===== config.mk =====
export PLATFORM = sky130hd
export DESIGN_NAME = pixel_insertion_sorter
export DESIGN_NICKNAME = d
export VERILOG_FILES = /design/src/rtl/pis_pkg.sv /design/src/rtl/pis_cell.sv /design/src/rtl/pis_ctrl.sv /design/src/rtl/pixel_insertion_sorter.sv
export VERILOG_INCLUDE_DIRS = /design/src /design/src/rtl
export SDC_FILE = /design/constraint.sdc
export NUM_CORES = 1
export LEC_CHECK = 0
export BUFFER_PORTS_ARGS = -buffer_cell sky130_fd_sc_hd__buf_2
export CAP_MARGIN = 20
export CELL_PAD_IN_SITES_DETAIL_PLACEMENT = 1
export CELL_PAD_IN_SITES_GLOBAL_PLACEMENT = 1
export CORE_MARGIN = 4
export CORE_UTILIZATION = 46
export DETAILED_ROUTE_END_ITERATION = 12
export MAX_ROUTING_LAYER = met4
export PLACE_DENSITY_LB_ADDON = 0.1
export REMOVE_ABC_BUFFERS = 1
export SYNTH_ARGS = -nofsm -noshare
export SYNTH_HDL_FRONTEND = slang
export SYNTH_SLANG_ARGS = --single-unit

===== constraint.sdc =====
create_clock -name clock -period 2.45 [get_ports clock]
set_clock_uncertainty 0.15 [all_clocks]
set_input_delay 0 -clock clock [delete_from_list [all_inputs] [get_ports clock]]
set_output_delay 0 -clock clock [all_outputs]
set_load 0.005 [all_outputs]

===== src/rtl/pixel_insertion_sorter_defines.svh =====
// assertion macros shared by the pixel insertion sorter modules
`ifndef PIXEL_INSERTION_SORTER_DEFINES_SVH
`define PIXEL_INSERTION_SORTER_DEFINES_SVH

// same-cycle implication, sampled on clock, quiet during reset
`define PIS_ASSERT_NOW(label, ante, cons) \
   label: assert property (@(posedge clock) disable iff (reset) (ante) |-> (cons)) \
      else $error("pis check failed");

// next-cycle implication, sampled on clock, quiet during reset
`define PIS_ASSERT_NEXT(label, ante, cons) \
   label: assert property (@(posedge clock) disable iff (reset) (ante) |=> (cons)) \
      else $error("pis check failed");

`endif


===== src/rtl/pis_pkg.sv =====
// types and constants for the pixel insertion sorter
package pis_pkg;

   localparam int PIXEL_W = 8;

   typedef logic [PIXEL_W-1:0] pixel_type;

   // controller states
   typedef enum logic {
      ST_FILL,
      ST_DRAIN
   } state_type;

   // what one cell shows its neighbors
   typedef struct packed {
      logic      occupied;
      logic      greater;
      pixel_type value;
   } link_type;

   // command broadcast to every cell
   typedef struct packed {
      logic      insert;
      logic      shift_out;
      pixel_type value;
   } cmd_type;

   // chain status seen by the controller
   typedef struct packed {
      logic full;
      logic second_occupied;
   } chain_status_type;

endpackage


===== src/rtl/pis_cell.sv =====
// one compare-and-shift cell of the sorting chain
module pis_cell
   import pis_pkg::*;
(
   input  logic     clock,
   input  logic     reset,
   input  cmd_type  cmd,
   input  link_type left,
   input  link_type right,
   output link_type self
);

   pixel_type value_ff, value_in;
   logic      occupied_ff, occupied_in;
   logic      greater;
   logic      take;

   // held value sits above the new pixel: it moves one place right
   assign greater = occupied_ff && (value_ff > cmd.value);
   // take a value if shifting, or if this is the first empty cell
   assign take    = greater || (left.occupied && !occupied_ff);

   assign self.occupied = occupied_ff;
   assign self.greater  = greater;
   assign self.value    = value_ff;

   // next cell contents
   always_comb begin
      value_in    = value_ff;
      occupied_in = occupied_ff;
      if (cmd.shift_out) begin
         value_in    = right.value;
         occupied_in = right.occupied;
      end else if (cmd.insert && take) begin
         value_in    = left.greater ? left.value : cmd.value;
         occupied_in = 1'b1;
      end
   end

   // occupancy flag
   always_ff @(posedge clock) begin
      if (reset) begin
         occupied_ff <= 1'b0;
      end else begin
         occupied_ff <= occupied_in;
      end
   end

   // stored pixel
   always_ff @(posedge clock) begin
      value_ff <= value_in;
   end

endmodule


===== src/rtl/pis_ctrl.sv =====
// fill and drain sequencer for the sorting chain
`include "pixel_insertion_sorter_defines.svh"

module pis_ctrl
   import pis_pkg::*;
(
   input  logic             clock,
   input  logic             reset,
   input  logic             req_valid,
   output logic             req_ready,
   input  pixel_type        req_pixel_value,
   input  logic             req_run_end,
   output logic             rsp_valid,
   input  logic             rsp_ready,
   output logic             rsp_final_value,
   output logic             rsp_overflowed,
   input  chain_status_type status,
   output cmd_type          cmd
);

   state_type state_ff, state_in;
   logic      overflow_ff, overflow_in;

   // state and overflow registers
   always_ff @(posedge clock) begin
      if (reset) begin
         state_ff    <= ST_FILL;
         overflow_ff <= 1'b0;
      end else begin
         state_ff    <= state_in;
         overflow_ff <= overflow_in;
      end
   end

   // next state and chain commands
   always_comb begin
      state_in    = state_ff;
      overflow_in = overflow_ff;
      req_ready   = 1'b0;
      rsp_valid   = 1'b0;
      cmd         = '0;
      cmd.value   = req_pixel_value;
      case (state_ff)
         ST_FILL: begin
            req_ready = 1'b1;
            if (req_valid) begin
               cmd.insert = !status.full;
               if (status.full) begin
                  overflow_in = 1'b1;
               end
               if (req_run_end) begin
                  state_in = ST_DRAIN;
               end
            end
         end
         ST_DRAIN: begin
            rsp_valid = 1'b1;
            if (rsp_ready) begin
               cmd.shift_out = 1'b1;
               if (!status.second_occupied) begin
                  state_in    = ST_FILL;
                  overflow_in = 1'b0;
               end
            end
         end
         default: begin
            state_in = ST_FILL;
         end
      endcase
   end

   // head of chain is the last value when nothing stands behind it
   assign rsp_final_value = !status.second_occupied;
   assign rsp_overflowed  = overflow_ff;

   // a value dropped on a full store marks the run
   `PIS_ASSERT_NEXT(a_drop_marks, req_valid && req_ready && status.full, overflow_ff)
   // the final transfer clears the overflow mark for the next run
   `PIS_ASSERT_NEXT(a_final_clears, rsp_valid && rsp_ready && rsp_final_value, !overflow_ff)
   // no input taken while results are still going out
   `PIS_ASSERT_NOW(a_one_side, rsp_valid, !req_ready && !cmd.insert)

endmodule


===== src/rtl/pixel_insertion_sorter.sv =====
// Latency: the first sorted value is offered the cycle after the run_end transfer.
// Throughput: one pixel per cycle while filling; the stored values of a run then drain
// one result per cycle while rsp_ready is high, set by the shift-out of the
// cell chain, and input is held off until the final result transfers.
// Reset: synchronous; empties every cell, clears the overflow mark, returns to filling.
`include "pixel_insertion_sorter_defines.svh"

module pixel_insertion_sorter
   import pis_pkg::*;
#(
   parameter int MAX_ITEMS = 16
)
(
   input  logic       clock,
   input  logic       reset,
   input  logic       req_valid,
   output logic       req_ready,
   input  logic [7:0] req_pixel_value,
   input  logic       req_run_end,
   output logic       rsp_valid,
   input  logic       rsp_ready,
   output logic [7:0] rsp_sorted_value,
   output logic       rsp_final_value,
   output logic       rsp_overflowed
);

   cmd_type          cmd;
   chain_status_type status;
   link_type         cell_link [MAX_ITEMS];
   link_type         head_left;
   link_type         tail_right;

   // sequencer
   pis_ctrl u_ctrl (
      .clock           (clock),
      .reset           (reset),
      .req_valid       (req_valid),
      .req_ready       (req_ready),
      .req_pixel_value (req_pixel_value),
      .req_run_end     (req_run_end),
      .rsp_valid       (rsp_valid),
      .rsp_ready       (rsp_ready),
      .rsp_final_value (rsp_final_value),
      .rsp_overflowed  (rsp_overflowed),
      .status          (status),
      .cmd             (cmd)
   );

   // chain ends: an always-occupied, never-greater cell on the left, empty on the right
   assign head_left  = '{occupied: 1'b1, greater: 1'b0, value: '0};
   assign tail_right = '{occupied: 1'b0, greater: 1'b0, value: '0};

   // row of cells
   for (genvar i = 0; i < MAX_ITEMS; i++) begin : g_cell
      pis_cell u_cell (
         .clock (clock),
         .reset (reset),
         .cmd   (cmd),
         .left  ((i == 0) ? head_left : cell_link[(i == 0) ? 0 : i - 1]),
         .right ((i == MAX_ITEMS - 1) ? tail_right
                                      : cell_link[(i == MAX_ITEMS - 1) ? i : i + 1]),
         .self  (cell_link[i])
      );
   end

   // chain status for the sequencer
   assign status.full            = cell_link[MAX_ITEMS-1].occupied;
   assign status.second_occupied = cell_link[1].occupied;

   assign rsp_sorted_value = cell_link[0].value;

   // a result always comes from an occupied head cell
   `PIS_ASSERT_NOW(a_head_held, rsp_valid, cell_link[0].occupied)

   // occupied cells form a prefix and hold values in ascending order
   for (genvar j = 0; j < MAX_ITEMS - 1; j++) begin : g_chk
      `PIS_ASSERT_NOW(a_prefix, cell_link[j+1].occupied, cell_link[j].occupied)
      `PIS_ASSERT_NOW(a_order, cell_link[j+1].occupied,
                      cell_link[j].value <= cell_link[j+1].value)
   end

endmodule


==> impl_metrics.json <==
{
  "clock_path_buffers": 2,
  "dp_cells": 1326,
  "setup_tns_ns": 0,
  "rsz0062_at_grt": "true",
  "report.final.slew_viol_count": 0,
  "min_to": "g_cell[15].u_cell.value_ff[0]$_SDFFE_PP0P_",
  "most-common-layout-cells": "edfxtp_1, ha_1, a221o_1, buf_4, nor2_1",
  "ant_nets": 0,
  "die_w_um": 156.9,
  "critPathMaxFanout": 8,
  "p_clk_share_pct": 35.7,
  "min_path_cells": 4,
  "cp.depth": 6,
  "finalSetupViolCount": 0,
  "holdCritPathClass": "in2reg",
  "port_buffers": 24,
  "ys.flop_type": "edfxtp_1",
  "fin_crit_ns": 2.413,
  "end_kind": "flip-flop",
  "critPathSlowestCell": "edfxtp_1",
  "synth_area_per_cell_um2": 10.42,
  "grt_usage_pct": 30.59,
  "final_cell_area_um2": 12240,
  "die_y_um": 156.9,
  "dr.pass1.iters": 5,
  "path_cells": "ha_1 > a211oi_2 > nor2_2 > nand4bb_4 > nor3b_4 > a221o_1",
  "final_common_cell": "edfxtp_1",
  "sw_frac_of_total_pct": 30.11,
  "area_growth_pct": 19.98,
  "worstReg2RegStart": "g_cell[5].u_cell.value_ff[5]$_DFFE_PP_",
  "async_flop_share_pct": 0,
  "status": "complete, no violations",
  "finalNetCount": 1223,
  "p_comb_share_pct": 22.6,
  "cpPeakStageDelay_ns": 0.43,
  "crit_path_start_kind": "flip-flop",
  "final_util_pct": 56.08,
  "r2r-end": "g_cell[6].u_cell.value_ff[7]$_DFFE_PP_",
  "avgViaCountPerCell": 6.563,
  "cp.required_ns": 2.48,
  "arrival_ns": 2.44,
  "cts_root_buf": "clkbuf_16",
  "max-slew-margin-rel_pct": 29.43,
  "hold_path_startpoint": "req_pixel_value[0]",
  "synthCells": 979,
  "critPathBufInv": 0,
  "final_cells": 1383,
  "ios": 25,
  "finalWorstSetupSlack_ns": 0.03666,
  "ir_worst_vdd_v": 0.0003954,
  "grt_pass1_vias": 9358,
  "p_seq_share_pct": 41.7,
  "seq_area_frac_synth_pct": 40.43,
  "antenna_found_initial": 0,
  "finalPower_mw": 7.575,
  "cts_tree": "yes",
  "p_sw_mw": 2.281,
  "fillers": 2397,
  "max_freq_mhz": 414.4,
  "leakagePower_nw": 5.132,
  "insertedDiodeCount": 0,
  "synth_edf_count": 120,
  "synth_area_um2": 10200,
  "hold_violations": 0,
  "holdWs_ns": 0.02803,
  "grt_pass1_wl_um": 55220,
  "cp_top_family": "compound AO/OA/AOI/OAI gates",
  "via_count": 9077,
  "hpwl_um": 25910,
  "ys_ff_latch": 146,
  "min_period_over_period_pct": 98.50,
  "fp-row-count": 54,
  "layout-drive-gt1-share_pct": 20.04,
  "grt_max_degree": 51,
  "grt_overflow": 0,
  "dpl_worst_slack_ns": 0.003248,
  "r2r_cells": 6,
  "maxCapViolCount": 0,
  "power_density_nw_per_um2": 619.0,
  "cts.sinks": 146,
  "dieArea_um2": 24620,
  "clkLatencyLatePin_ns": 0.44,
  "drt-initial-drc-count": 700,
  "routed_wl_um": 36190,
  "gp_congestion": 0.8764,
  "intPower_mw": 5.294,
  "initial_core_util_pct": 46.74,
  "regToRegSetupSlack_ns": 0.04,
  "core_um2": 21820,
  "wl_per_cell_um": 26.17,
  "ys_types": 45,
  "tightest_slew_ns": 1.055,
  "drc": 0,
  "cts_made_buffers": 17,
  "criticalPathCategory": "reg2reg",
  "yosys_warnings": 0,
  "placed_cell_area_um2": 11260,
  "htree_levels": 4,
  "clk_pin_slew_ns": 0.07
}
timing repair:
item,CTS,global route
endpoints found under the hold margin,25,0
gates cloned,0,1
buffers inserted,0,12
pin swaps,0,13
endpoints found under the setup margin,8,125
resized for setup,1,29
hold buffers,12,0
cells in the mapped netlist, drive strengths merged, types with 23 or more instances:
master | n | share of area, %
nand4 | 23 | 1.4
and3 | 57 | 3.5
a221o | 106 | 10
o21ai | 46 | 2.3
a211oi | 34 | 2.5
edfxtp | 120 | 35
nand2 | 71 | 2.6
ha | 120 | 15
nor2 | 92 | 3.4
a21oi | 41 | 2.0
inv | 37 | 1.4
dfxtp | 26 | 5.1
buf | 40 | 2.3
flip-flops by register name, indices dropped and copies added, names as in the netlist:
| register | cells |
|---|---|
| g_cell.u_cell.occupied_ff | 16 |
| u_ctrl.state_ff | 1 |
| g_cell.u_cell.value_ff | 128 |
| u_ctrl.rsp_overflowed | 1 |
cell families (layout without fill, tap and decap cells):
kind of cell               after synthesis  count (layout)  synth area share (%)
adders and majority gates              120             120                 14.72
and+or+nand+nor                        319             319                 16.93
DFF                                    146             146                 40.43
buffers and inverters                   99             223                 4.452
AOI/OAI and AO/OA                      295             295                 23.48
worst register-to-register path: cells and delay by family, from the launching register on:
kind            cells  cell delay, ns
flops               1            0.43
simple gates        3            0.58
fa+ha+maj           1            0.33
compound gates      2            0.67
area by class of cell:
cell class              instances  area, µm²  share of cell area (%)
clock buffers                  22      506.7                   4.140
clock inverters                10      96.34                  0.7872
inverters                      37      138.9                   1.135
multi-input cells             734       5749                   46.97
flip-flops and latches        146       4125                   33.70
well taps                     280      350.3                   2.862
repair buffers                154       1272                   10.40
worst max-delay path by stage:
stage | startpoint | to | slack (ns)
3_5_place_dp | g_cell[10].u_cell.value_ff[7]$_DFFE_PP_ | g_cell[10].u_cell.value_ff[0]$_DFFE_PP_ | 0.003
6_report | g_cell[5].u_cell.value_ff[5]$_DFFE_PP_ | g_cell[6].u_cell.value_ff[7]$_DFFE_PP_ | 0.04
4_1_cts | req_pixel_value[1] | g_cell[4].u_cell.value_ff[7]$_DFFE_PP_ | 0.01
2_1_floorplan | u_ctrl.state_ff$_SDFF_PP0_ | g_cell[10].u_cell.value_ff[1]$_DFFE_PP_ | -2.25
3_3_place_gp | req_pixel_value[6] | g_cell[4].u_cell.value_ff[7]$_DFFE_PP_ | 0.05
5_1_grt | g_cell[13].u_cell.value_ff[5]$_DFFE_PP_ | g_cell[13].u_cell.value_ff[5]$_DFFE_PP_ | -0.02
metal layers:
layer / track usage (%) / routed length (µm) / vias up
li1: - / - / 4115
met1: 38.52 / 15590 / 4634
met4: 10.41 / 1134 / 0
met3: 6.186 / 1918 / 67
met5: - / 0 / -
met2: 49.45 / 17540 / 261
power by group through the flow:
stage               sequential, mW  clock (mW)  combinational [mW]
detailed placement            3.21           0                1.59
global route                  3.18        2.82                1.88
floorplan                     3.14           0               0.946
global placement              3.20           0                1.53
finish                        3.16        2.70                1.71
CTS                           3.16        2.73                1.62
Note: power is estimated with default switching activity, not from simulation.
